==> src/rtl/sfci_pkg.sv <==
// ----------------------------------------------------------------------------
// SPIR-V float-controls injector package
// Opcodes, status codes, the command word between front and back, and the
// tables of inserted words.
// ----------------------------------------------------------------------------
package sfci_pkg;

	localparam logic [15:0] OP_CAPABILITY     = 16'd17;
	localparam logic [15:0] OP_ENTRY_POINT    = 16'd15;
	localparam logic [15:0] OP_EXECUTION_MODE = 16'd16;

	localparam logic [2:0] HEADER_WORDS = 3'd5;
	localparam logic [2:0] COUNT_SAT    = 3'd6;

	localparam logic [1:0] STATUS_APPLIED   = 2'd0;
	localparam logic [1:0] STATUS_MALFORMED = 2'd1;
	localparam logic [1:0] STATUS_NO_POINT  = 2'd2;
	localparam logic [1:0] STATUS_SHORT     = 2'd3;

	localparam logic [3:0] CAP_WORDS  = 4'd11;
	localparam logic [3:0] MODE_WORDS = 4'd8;

	typedef enum logic [1:0] {
		INS_NONE,
		INS_CAPS,
		INS_MODES
	} ins_t;

	typedef struct packed {
		logic        pend_v;
		logic [31:0] pend_word;
		ins_t        ins;
		logic [31:0] ep_id;
		logic        word_v;
		logic [31:0] word;
		logic        last;
		logic [1:0]  status;
	} cmd_t;

	function automatic logic [31:0] cap_word(input logic [3:0] idx);
		logic [31:0] w;
		case (idx)
			4'd0:    w = 32'h0002_0011;
			4'd1:    w = 32'd4465;
			4'd2:    w = 32'h0002_0011;
			4'd3:    w = 32'd4466;
			4'd4:    w = 32'h0007_000A;
			4'd5:    w = 32'h5F56_5053;
			4'd6:    w = 32'h5F52_484B;
			4'd7:    w = 32'h616F_6C66;
			4'd8:    w = 32'h6F63_5F74;
			4'd9:    w = 32'h6F72_746E;
			4'd10:   w = 32'h0000_736C;
			default: w = 32'h0000_0000;
		endcase
		return w;
	endfunction

	function automatic logic [31:0] mode_word(input logic [2:0] idx, input logic [31:0] id);
		logic [31:0] w;
		case (idx[1:0])
			2'd0:    w = 32'h0004_0010;
			2'd1:    w = id;
			2'd2:    w = idx[2] ? 32'd4461 : 32'd4460;
			2'd3:    w = 32'd32;
			default: w = 32'h0000_0000;
		endcase
		return w;
	endfunction

endpackage

==> src/rtl/sfci_front.sv <==
// ----------------------------------------------------------------------------
// SPIR-V float-controls injector front end
// Parses the incoming word stream, tracks the module state and issues one
// command per accepted word to the queue.
// ----------------------------------------------------------------------------
module sfci_front (
	input  logic              clk,
	input  logic              arst_n,
	input  logic [31:0]       in_word,
	input  logic              in_last,
	input  logic              push,
	output sfci_pkg::cmd_t    cmd
);

	logic [2:0]  word_count_q, word_count_d;
	logic [15:0] words_left_q, words_left_d;
	logic [1:0]  word_index_q, word_index_d;
	logic        caps_q, caps_d;
	logic        modes_q, modes_d;
	logic        entry_seen_q, entry_seen_d;
	logic [31:0] ep_id_q, ep_id_d;
	logic        fault_q, fault_d;
	logic        in_entry_q, in_entry_d;
	logic        pend_q, pend_d;
	logic [31:0] pend_word_q, pend_word_d;
	logic [15:0] op;
	logic [15:0] len;

	assign op  = in_word[15:0];
	assign len = in_word[31:16];

	always_comb begin
		word_count_d = word_count_q;
		words_left_d = words_left_q;
		word_index_d = word_index_q;
		caps_d       = caps_q;
		modes_d      = modes_q;
		entry_seen_d = entry_seen_q;
		ep_id_d      = ep_id_q;
		fault_d      = fault_q;
		in_entry_d   = in_entry_q;
		pend_d       = 1'b0;
		pend_word_d  = pend_word_q;

		cmd.pend_v    = pend_q;
		cmd.pend_word = pend_word_q;
		cmd.ins       = sfci_pkg::INS_NONE;
		cmd.ep_id     = ep_id_q;
		cmd.word_v    = 1'b1;
		cmd.word      = in_word;
		cmd.last      = in_last;
		cmd.status    = sfci_pkg::STATUS_APPLIED;

		if (word_count_q < sfci_pkg::COUNT_SAT) begin
			word_count_d = word_count_q + 3'd1;
		end

		if (word_count_q >= sfci_pkg::HEADER_WORDS && !fault_q) begin
			if (words_left_q == 16'd0) begin
				if (len == 16'd0) begin
					fault_d = 1'b1;
				end else begin
					words_left_d = len - 16'd1;
					word_index_d = 2'd1;
					in_entry_d   = (op == sfci_pkg::OP_ENTRY_POINT);
					if (!caps_q && op != sfci_pkg::OP_CAPABILITY && !in_last && !pend_q) begin
						caps_d      = 1'b1;
						pend_d      = 1'b1;
						pend_word_d = in_word;
						cmd.ins     = sfci_pkg::INS_CAPS;
						cmd.word_v  = 1'b0;
					end else if (!modes_q && entry_seen_q && op != sfci_pkg::OP_ENTRY_POINT &&
							op != sfci_pkg::OP_EXECUTION_MODE) begin
						modes_d = 1'b1;
						cmd.ins = sfci_pkg::INS_MODES;
					end
				end
			end else begin
				if (word_index_q == 2'd2 && in_entry_q && !entry_seen_q) begin
					ep_id_d      = in_word;
					entry_seen_d = (in_word != 32'd0);
				end
				if (word_index_q != 2'd3) begin
					word_index_d = word_index_q + 2'd1;
				end
				words_left_d = words_left_q - 16'd1;
			end
		end

		if (in_last) begin
			if (word_count_q < sfci_pkg::HEADER_WORDS) begin
				cmd.status = sfci_pkg::STATUS_SHORT;
			end else if (fault_d || words_left_d != 16'd0) begin
				cmd.status = sfci_pkg::STATUS_MALFORMED;
			end else if (!(caps_d && modes_d)) begin
				cmd.status = sfci_pkg::STATUS_NO_POINT;
			end else begin
				cmd.status = sfci_pkg::STATUS_APPLIED;
			end
			word_count_d = 3'd0;
			words_left_d = 16'd0;
			word_index_d = 2'd0;
			caps_d       = 1'b0;
			modes_d      = 1'b0;
			entry_seen_d = 1'b0;
			ep_id_d      = 32'd0;
			fault_d      = 1'b0;
			in_entry_d   = 1'b0;
			pend_d       = 1'b0;
		end
	end

	always_ff @(posedge clk or negedge arst_n) begin
		if (!arst_n) begin
			word_count_q <= '0;
			words_left_q <= '0;
			word_index_q <= '0;
			caps_q       <= 1'b0;
			modes_q      <= 1'b0;
			entry_seen_q <= 1'b0;
			ep_id_q      <= '0;
			fault_q      <= 1'b0;
			in_entry_q   <= 1'b0;
			pend_q       <= 1'b0;
		end else if (push) begin
			word_count_q <= word_count_d;
			words_left_q <= words_left_d;
			word_index_q <= word_index_d;
			caps_q       <= caps_d;
			modes_q      <= modes_d;
			entry_seen_q <= entry_seen_d;
			ep_id_q      <= ep_id_d;
			fault_q      <= fault_d;
			in_entry_q   <= in_entry_d;
			pend_q       <= pend_d;
		end
	end

	always_ff @(posedge clk) begin
		if (push) begin
			pend_word_q <= pend_word_d;
		end
	end

endmodule

==> src/rtl/sfci_fifo.sv <==
// ----------------------------------------------------------------------------
// SPIR-V float-controls injector command queue
// A short first-in first-out queue of commands between front and back.
// ----------------------------------------------------------------------------
module sfci_fifo #(
	parameter int DEPTH = 4
) (
	input  logic           clk,
	input  logic           arst_n,
	input  logic           push,
	input  sfci_pkg::cmd_t wr_cmd,
	output logic           ready,
	input  logic           pop,
	output logic           valid,
	output sfci_pkg::cmd_t rd_cmd
);

	localparam int PW = (DEPTH > 1) ? $clog2(DEPTH) : 1;
	localparam int CW = $clog2(DEPTH + 1);
	localparam logic [PW-1:0] LAST_PTR = PW'(DEPTH - 1);
	localparam logic [CW-1:0] FULL_CNT = CW'(DEPTH);

	sfci_pkg::cmd_t mem_q [DEPTH];
	logic [PW-1:0]  wr_ptr_q;
	logic [PW-1:0]  rd_ptr_q;
	logic [CW-1:0]  count_q;

	assign ready  = (count_q != FULL_CNT);
	assign valid  = (count_q != '0);
	assign rd_cmd = mem_q[rd_ptr_q];

	always_ff @(posedge clk or negedge arst_n) begin
		if (!arst_n) begin
			wr_ptr_q <= '0;
			rd_ptr_q <= '0;
			count_q  <= '0;
		end else begin
			if (push) begin
				wr_ptr_q <= (wr_ptr_q == LAST_PTR) ? '0 : wr_ptr_q + PW'(1);
			end
			if (pop) begin
				rd_ptr_q <= (rd_ptr_q == LAST_PTR) ? '0 : rd_ptr_q + PW'(1);
			end
			if (push && !pop) begin
				count_q <= count_q + CW'(1);
			end else if (pop && !push) begin
				count_q <= count_q - CW'(1);
			end
		end
	end

	always_ff @(posedge clk) begin
		if (push) begin
			mem_q[wr_ptr_q] <= wr_cmd;
		end
	end

endmodule

==> src/rtl/sfci_back.sv <==
// ----------------------------------------------------------------------------
// SPIR-V float-controls injector back end
// Expands each command into its run of output words and drives the output
// register.
// ----------------------------------------------------------------------------
module sfci_back (
	input  logic           clk,
	input  logic           arst_n,
	input  logic           cmd_valid,
	input  sfci_pkg::cmd_t cmd,
	output logic           pop,
	output logic           out_valid,
	input  logic           out_ready,
	output logic [31:0]    out_word,
	output logic           item_done,
	output logic           module_done,
	output logic [1:0]     status
);

	logic [3:0]  pos_q;
	logic [3:0]  base;
	logic [3:0]  n_ins;
	logic [3:0]  total;
	logic [3:0]  rel;
	logic        adv;
	logic        at_end;
	logic        is_word;
	logic [31:0] word_c;

	always_comb begin
		base = cmd.pend_v ? 4'd1 : 4'd0;
		case (cmd.ins)
			sfci_pkg::INS_CAPS:  n_ins = sfci_pkg::CAP_WORDS;
			sfci_pkg::INS_MODES: n_ins = sfci_pkg::MODE_WORDS;
			default:             n_ins = 4'd0;
		endcase
		total   = base + n_ins + (cmd.word_v ? 4'd1 : 4'd0);
		rel     = pos_q - base;
		at_end  = (pos_q == total - 4'd1);
		is_word = 1'b0;
		if (pos_q < base) begin
			word_c = cmd.pend_word;
		end else if (rel < n_ins) begin
			if (cmd.ins == sfci_pkg::INS_CAPS) begin
				word_c = sfci_pkg::cap_word(rel);
			end else begin
				word_c = sfci_pkg::mode_word(rel[2:0], cmd.ep_id);
			end
		end else begin
			word_c  = cmd.word;
			is_word = 1'b1;
		end
	end

	assign adv = cmd_valid && (!out_valid || out_ready);
	assign pop = adv && at_end;

	always_ff @(posedge clk or negedge arst_n) begin
		if (!arst_n) begin
			pos_q     <= '0;
			out_valid <= 1'b0;
		end else begin
			if (adv) begin
				pos_q     <= at_end ? 4'd0 : pos_q + 4'd1;
				out_valid <= 1'b1;
			end else if (out_ready) begin
				out_valid <= 1'b0;
			end
		end
	end

	always_ff @(posedge clk) begin
		if (adv) begin
			out_word    <= word_c;
			item_done   <= at_end;
			module_done <= is_word && cmd.last;
			status      <= (is_word && cmd.last) ? cmd.status : sfci_pkg::STATUS_APPLIED;
		end
	end

endmodule

==> src/rtl/spirv_float_controls_injector_core.sv <==
// ----------------------------------------------------------------------------
// SPIR-V float-controls injector
// Passes a SPIR-V module through word by word and inserts the float-controls
// capabilities, extension and execution modes.
// ----------------------------------------------------------------------------
// Channel   Direction  Handshake               Contents
// s_axis    in         tvalid/tready           tdata in_word, tlast in_last
// m_axis    out        tvalid/tready           tdata out_word, tlast module_done,
//                                              tuser item_done and status
//
// One input word is taken per cycle while the command queue has room.
// The back end sends one output word per cycle while m_axis is ready; an insertion of eight or
// eleven words fills the queue of DEPTH commands and then stalls the input.
// An input word passes through the queue memory, then the output register. Reset clears all control state.
module spirv_float_controls_injector_core #(
	parameter int DEPTH = 4
) (
	input  logic        clk,
	input  logic        arst_n,
	input  logic        s_axis_tvalid,
	output logic        s_axis_tready,
	input  logic [31:0] s_axis_tdata,   // [31:0] in_word
	input  logic        s_axis_tlast,
	output logic        m_axis_tvalid,
	input  logic        m_axis_tready,
	output logic [31:0] m_axis_tdata,   // [31:0] out_word
	output logic        m_axis_tlast,
	output logic [2:0]  m_axis_tuser    // [0] item_done, [2:1] status
);

	sfci_pkg::cmd_t wr_cmd;
	sfci_pkg::cmd_t rd_cmd;
	logic           push;
	logic           pop;
	logic           q_valid;
	logic           item_done;
	logic [1:0]     status;

	assign push         = s_axis_tvalid && s_axis_tready;
	assign m_axis_tuser = {status, item_done};

	sfci_front u_front (
		.clk     (clk),
		.arst_n  (arst_n),
		.in_word (s_axis_tdata),
		.in_last (s_axis_tlast),
		.push    (push),
		.cmd     (wr_cmd)
	);

	sfci_fifo #(
		.DEPTH (DEPTH)
	) u_fifo (
		.clk    (clk),
		.arst_n (arst_n),
		.push   (push),
		.wr_cmd (wr_cmd),
		.ready  (s_axis_tready),
		.pop    (pop),
		.valid  (q_valid),
		.rd_cmd (rd_cmd)
	);

	sfci_back u_back (
		.clk         (clk),
		.arst_n      (arst_n),
		.cmd_valid   (q_valid),
		.cmd         (rd_cmd),
		.pop         (pop),
		.out_valid   (m_axis_tvalid),
		.out_ready   (m_axis_tready),
		.out_word    (m_axis_tdata),
		.item_done   (item_done),
		.module_done (m_axis_tlast),
		.status      (status)
	);

endmodule

==> config.mk <==
export PLATFORM = sky130hd
export DESIGN_NAME = spirv_float_controls_injector_core
export DESIGN_NICKNAME = d
export VERILOG_FILES = /design/src/rtl/sfci_pkg.sv /design/src/rtl/sfci_front.sv /design/src/rtl/sfci_fifo.sv /design/src/rtl/sfci_back.sv /design/src/rtl/spirv_float_controls_injector_core.sv
export SDC_FILE = /design/constraint.sdc
export NUM_CORES = 1
export LEC_CHECK = 0
export ABC_CLOCK_PERIOD_IN_PS = 5010
export BUFFER_PORTS_ARGS = -buffer_cell sky130_fd_sc_hd__buf_2
export CORE_ASPECT_RATIO = 0.6
export CORE_MARGIN = 1.5
export CORE_UTILIZATION = 62
export DETAILED_ROUTE_END_ITERATION = 12
export GPL_TIMING_DRIVEN = 0
export PLACE_DENSITY = 0.8
export SYNTH_ARGS = -nofsm -noshare
export SYNTH_HDL_FRONTEND = slang
export SYNTH_HIERARCHICAL = 1
export SYNTH_SLANG_ARGS = --single-unit
==> constraint.sdc <==
create_clock -name clk -period 5.01 [get_ports clk]
set_input_delay 0.2505 -clock clk [delete_from_list [all_inputs] [get_ports clk]]
set_output_delay 0.2505 -clock clk [all_outputs]
set_load 0.02 [all_outputs]
==> parameters.txt <==
Parameter                              Value

Routing
  DRC errors left    0
  Overall routed net length    between 60000 and 70000 microns
  Detail-routed net length per standard cell    roughly 29 microns
  Routed via count    about 14000
  First-pass detailed-route iteration total    6
  Drt first-iter violations    ~2100
  Post-route ant nets    0
  Number of vias per cell    approximately 6.7

Yosys
  Most frequent cells after synthesis    sky130_fd_sc_hd__edfxtp_1 (480), sky130_fd_sc_hd__mux4_2 (103), sky130_fd_sc_hd__nand2_1 (72)
  Number of warnings issued by yosys    6
  Post-synthesis instance area    approximately 23000 sq um
  Syn Area/Cell    16.64 sq um
  Prevailing post-synth register cell    sky130_fd_sc_hd__edfxtp_1
  Most frequent cell after synthesis    sky130_fd_sc_hd__edfxtp_1
  Net Count, Synth    approximately 1500
  Synth top area share    0.6190
  Number of library cell types mapped by synthesis    90
  Synth async-reset ratio    0.1289
  Instance count of the mapped netlist    ~1400
  Top cell type by total area after synthesis    sky130_fd_sc_hd__edfxtp_1
  Number of synthesized flops with an enable pin    480
  Number of flip-flops and latches in the synthesized netlist    approximately 550
  Share of the yosys chip area belonging to registers    0.6953
  Area contributors post-synth    sky130_fd_sc_hd__edfxtp_1 (62%), sky130_fd_sc_hd__mux4_2 (10%), sky130_fd_sc_hd__dfrtp_1 (7.6%), sky130_fd_sc_hd__a22o_1 (1.5%), sky130_fd_sc_hd__o21ai_0 (1.2%)

Global routing
  Largest net degree at the start of global routing    61
  Overflow left after global routing    0
  Antenna violations before repair    0
  Global router's overall resource usage    0.3202
  Number of global-route vias before repair    between 10000 and 15000
  Global-route wire length before repair    between 80000 and 90000 microns

Setup path
  Reg2Reg Depth    19
  Crit Path Max Fanout    10
  Most used cell, CP    sky130_fd_sc_hd__inv_1
  Startpoint of the worst register-to-register path    u_fifo/rd_ptr_q[0]$_DFFE_PN0P_
  Critical Path Start Type    flip-flop
  Critical path endpoint category    flip-flop
  Kind of critical path    reg -> reg
  Category of cells accounting for the largest share of critical-path delay    adder cells
  Buffer and inverter count on the worst path    9
  Ordered cell list for the critical path    buf_6 > buf_8 > buf_8 > mux4_2 > inv_1 > ha_1 > buf_2 > inv_1 > ha_1 > inv_1 > ha_1 > nor2b_1 > xnor2_1 > nor4_4 > inv_1 > ha_1 > inv_1 > fa_1 > mux2_2
  Register-to-register setup slack    a little under 200 ps
  Max stage delay cell, worst path    sky130_fd_sc_hd__mux4_2
  Max incr delay on CP    between 500 and 600 ps
  WP data arrival    about 5300 ps
  Data required, critical path    5460 ps
  Terminus of the critical flop-to-flop path    u_fifo/count_q[1]$_DFFE_PN0P_

Die
  Horizontal extent of the die    between 200 and 300 microns
  Boundary pin count    75
  # rows    between 50 and 60
  Placeable core area    around 37000 sq um
  Die footprint    38770 sq um
  Vertical extent of the die    about 150 microns
  Initial Utilization    0.6347

Power
  Power Total    ~0.019 W
  Standby leakage power    9.097 nW
  Power per cell area    between 700 and 800 nW/um^2
  Maximum vdd drop    roughly 0.55 mV

Clocking
  Deepest level of the CTS H-tree    2
  Clock tree from TritonCTS    done
  Library cell used as clock root buffer    sky130_fd_sc_hd__clkbuf_16
  Clk Latency, worst-skew pair    ~580 ps
  Max Buffers Root-to-Sink    3
  Sink Count    about 550
  Number of clock buffers inserted by TritonCTS    46
  Worst-path clk slew    roughly 70 ps

Place
  IO buf count    74
  DP HPWL    between 30000 and 40000 microns
  Cell count after placement    between 1500 and 2000
  Placer Congestion    about 0.97

STA
  Relative slew slack    0.1756
  Final Slew Violations    0
  Number of endpoints with negative hold slack in the final report    0
  Time the worst path needs with I/O delays and setup    around 4800 ps
  Part of the cycle the worst path needs    0.9603
  Setup repair after global routing missed its margin    false
  Worst clock skew    slightly above 20 ps
  Final-layout setup total negative slack    0 ps
  Total setup violations reported at the end of the flow    0
  Maximum frequency from static timing analysis    about 210 MHz
  Worst slew pin tran    ~1200 ps

Run status
  Result of the run    complete, no violations

Layout
  Number of cells in the finished layout apart from fillers    roughly 2100
  Final layout net count    1611
  ANT cells    0
  Share of cells above drive strength 1    0.2280
  Share of the core filled with cells in the final layout    0.7132
  Area growth from synthesis to layout    12.37%

Hold path
  Worst-case hold path end point    u_front/pend_word_q[23]$_DFFE_PP_
  Launch point of the worst hold path    s_axis_tdata[23]
  Worst hold path depth    1
  Worst hold path type    in -> reg

Job
  Max-cap violation count    0
[cells by family (layout without fill, tap and decap cells)]
family                   Yosys count  count (layout)  synth area share
flip-flops                       551             551            0.6953
XOR/XNOR                          21              21          0.009028
adder cells (fa/ha/maj)           23              23           0.01300
multiplexers                     111             111            0.1032
AND/OR/NAND/NOR                  273             273           0.06357
AO/OA/AOI/OAI                    275             275           0.08109
buffers and inverters            145             334           0.03477
[power by group]
group	total [W]	internal (W)	switching [W]
sequential	0.00654	0.00622	0.000316
combinational	0.00871	0.00288	0.00583
clock	0.00342	0.00182	0.00159
total	0.0187	0.0109	0.00773
[layer usage]
metal | track usage | part of all wire | vias up
li1 | - | - | 5855
met1 | 0.4848 | 0.40 | 7113
met2 | 0.4555 | 0.44 | 989
met3 | 0.1005 | 0.13 | 121
met4 | 0.08668 | 0.027 | 0
met5 | 0 | 0 | -
[stage by stage]
step | hold slack (ps) | setup WS [ps] | instance area, sq um
after CTS | 7.378 | 112.0 | 26170
after global placement | 469.5 | -1266 | 24290
after global routing | 25.17 | 59.88 | 26170
after detailed placement | 270.9 | -572.1 | 24490
after floorplan | -45.09 | 781.0 | 23280
final | 20.48 | 198.8 | 26170
[flip-flops by register name, summed over array words and instances, names as in the netlist, 2 cells and up]
register	flops
u_fifo/rd_ptr_q	2
u_back/out_word	32
u_front/words_left_q	16
u_front/ep_id_q	32
u_fifo/mem_q	412
u_back/pos_q	4
u_fifo/wr_ptr_q	2
u_back/status	2
u_front/word_count_q	3
u_front/word_index_q	2
u_front/pend_word_q	32
u_fifo/count_q	3
[layout by cell type (no fill, tap or decap), types with 9 or more instances in the layout]
| cell type | n |
|---|---|
| sky130_fd_sc_hd__nor2b_1 | 9 |
| sky130_fd_sc_hd__nand2b_1 | 17 |
| sky130_fd_sc_hd__a211oi_1 | 10 |
| sky130_fd_sc_hd__a22o_1 | 41 |
| sky130_fd_sc_hd__nand2_1 | 72 |
| sky130_fd_sc_hd__nor2_1 | 50 |
| sky130_fd_sc_hd__nand4_1 | 12 |
| sky130_fd_sc_hd__a31oi_1 | 15 |
| sky130_fd_sc_hd__clkinv_1 | 9 |
| sky130_fd_sc_hd__nand3_1 | 23 |
| sky130_fd_sc_hd__o2bb2ai_1 | 10 |
| sky130_fd_sc_hd__o31ai_1 | 13 |
| sky130_fd_sc_hd__inv_1 | 32 |
| sky130_fd_sc_hd__o21ai_1 | 19 |
| sky130_fd_sc_hd__edfxtp_1 | 480 |
| sky130_fd_sc_hd__nor3_1 | 19 |
| sky130_fd_sc_hd__dlygate4sd3_1 | 23 |
| sky130_fd_sc_hd__ha_1 | 21 |
| sky130_fd_sc_hd__a21oi_1 | 44 |
| sky130_fd_sc_hd__dfrtp_1 | 71 |
| sky130_fd_sc_hd__buf_4 | 41 |
| sky130_fd_sc_hd__nor4_1 | 12 |
| sky130_fd_sc_hd__mux4_2 | 103 |
| sky130_fd_sc_hd__clkbuf_16 | 46 |
| sky130_fd_sc_hd__xnor2_1 | 13 |
| sky130_fd_sc_hd__o21ai_0 | 58 |
| sky130_fd_sc_hd__clkbuf_1 | 52 |
| sky130_fd_sc_hd__buf_2 | 93 |
[worst max path at each step]
| stage | start | to | slack (ps) | depth (start not counted) |
|---|---|---|---|---|
| 2_1_floorplan | u_fifo/rd_ptr_q[0]$_DFFE_PN0P_ | u_fifo/count_q[1]$_DFFE_PN0P_ | 780 | 20 |
| 3_3_place_gp | u_front/words_left_q[0]$_DFFE_PN0P_ | u_front/pend_word_q[14]$_DFFE_PP_ | -1270 | 9 |
| 3_5_place_dp | u_fifo/rd_ptr_q[1]$_DFFE_PN0P_ | u_fifo/count_q[1]$_DFFE_PN0P_ | -570 | 20 |
| 4_1_cts | u_fifo/rd_ptr_q[1]$_DFFE_PN0P_ | u_fifo/count_q[1]$_DFFE_PN0P_ | 110 | 20 |
| 5_1_grt | u_fifo/rd_ptr_q[0]$_DFFE_PN0P_ | u_fifo/count_q[1]$_DFFE_PN0P_ | 60 | 19 |
| 6_report | u_fifo/rd_ptr_q[0]$_DFFE_PN0P_ | u_fifo/count_q[1]$_DFFE_PN0P_ | 200 | 19 |
[area by class of cell]
cell class	count	area, sq um
Sequential cell	551	16190
Fill cell	2285	10520
Multi-Input combinational cell	703	6339
Clock buffer	66	1266
Timing Repair Buffer	105	788.3
Buffer	109	679.4
Tap cell	504	630.6
Clock inverter	19	141.4
Inverter	35	131.4
[worst register-to-register path, stage by stage (launching register included)]
cell	delay (ps)
sky130_fd_sc_hd__dfrtp_1	390
sky130_fd_sc_hd__buf_6	130
sky130_fd_sc_hd__buf_8	220
sky130_fd_sc_hd__buf_8	220
sky130_fd_sc_hd__mux4_2	520
sky130_fd_sc_hd__inv_1	70
sky130_fd_sc_hd__ha_1	330
sky130_fd_sc_hd__buf_2	330
sky130_fd_sc_hd__inv_1	240
sky130_fd_sc_hd__ha_1	360
sky130_fd_sc_hd__inv_1	50
sky130_fd_sc_hd__ha_1	170
sky130_fd_sc_hd__nor2b_1	160
sky130_fd_sc_hd__xnor2_1	150
sky130_fd_sc_hd__nor4_4	260
sky130_fd_sc_hd__inv_1	90
sky130_fd_sc_hd__ha_1	220
sky130_fd_sc_hd__inv_1	70
sky130_fd_sc_hd__fa_1	410
sky130_fd_sc_hd__mux2_2	280
[timing repair]
| action | CTS | global route |
|---|---|---|
| resized for setup | 7 | 1 |
| pin swaps | 1 | 0 |
| hold buffers | 23 | 0 |
| hold endpoints to repair | 61 | 0 |
| endpoints found under the setup margin | 9 | 4 |
| buffers inserted | 1 | 0 |
No activity file was read; power rests on OpenSTA's default activity.
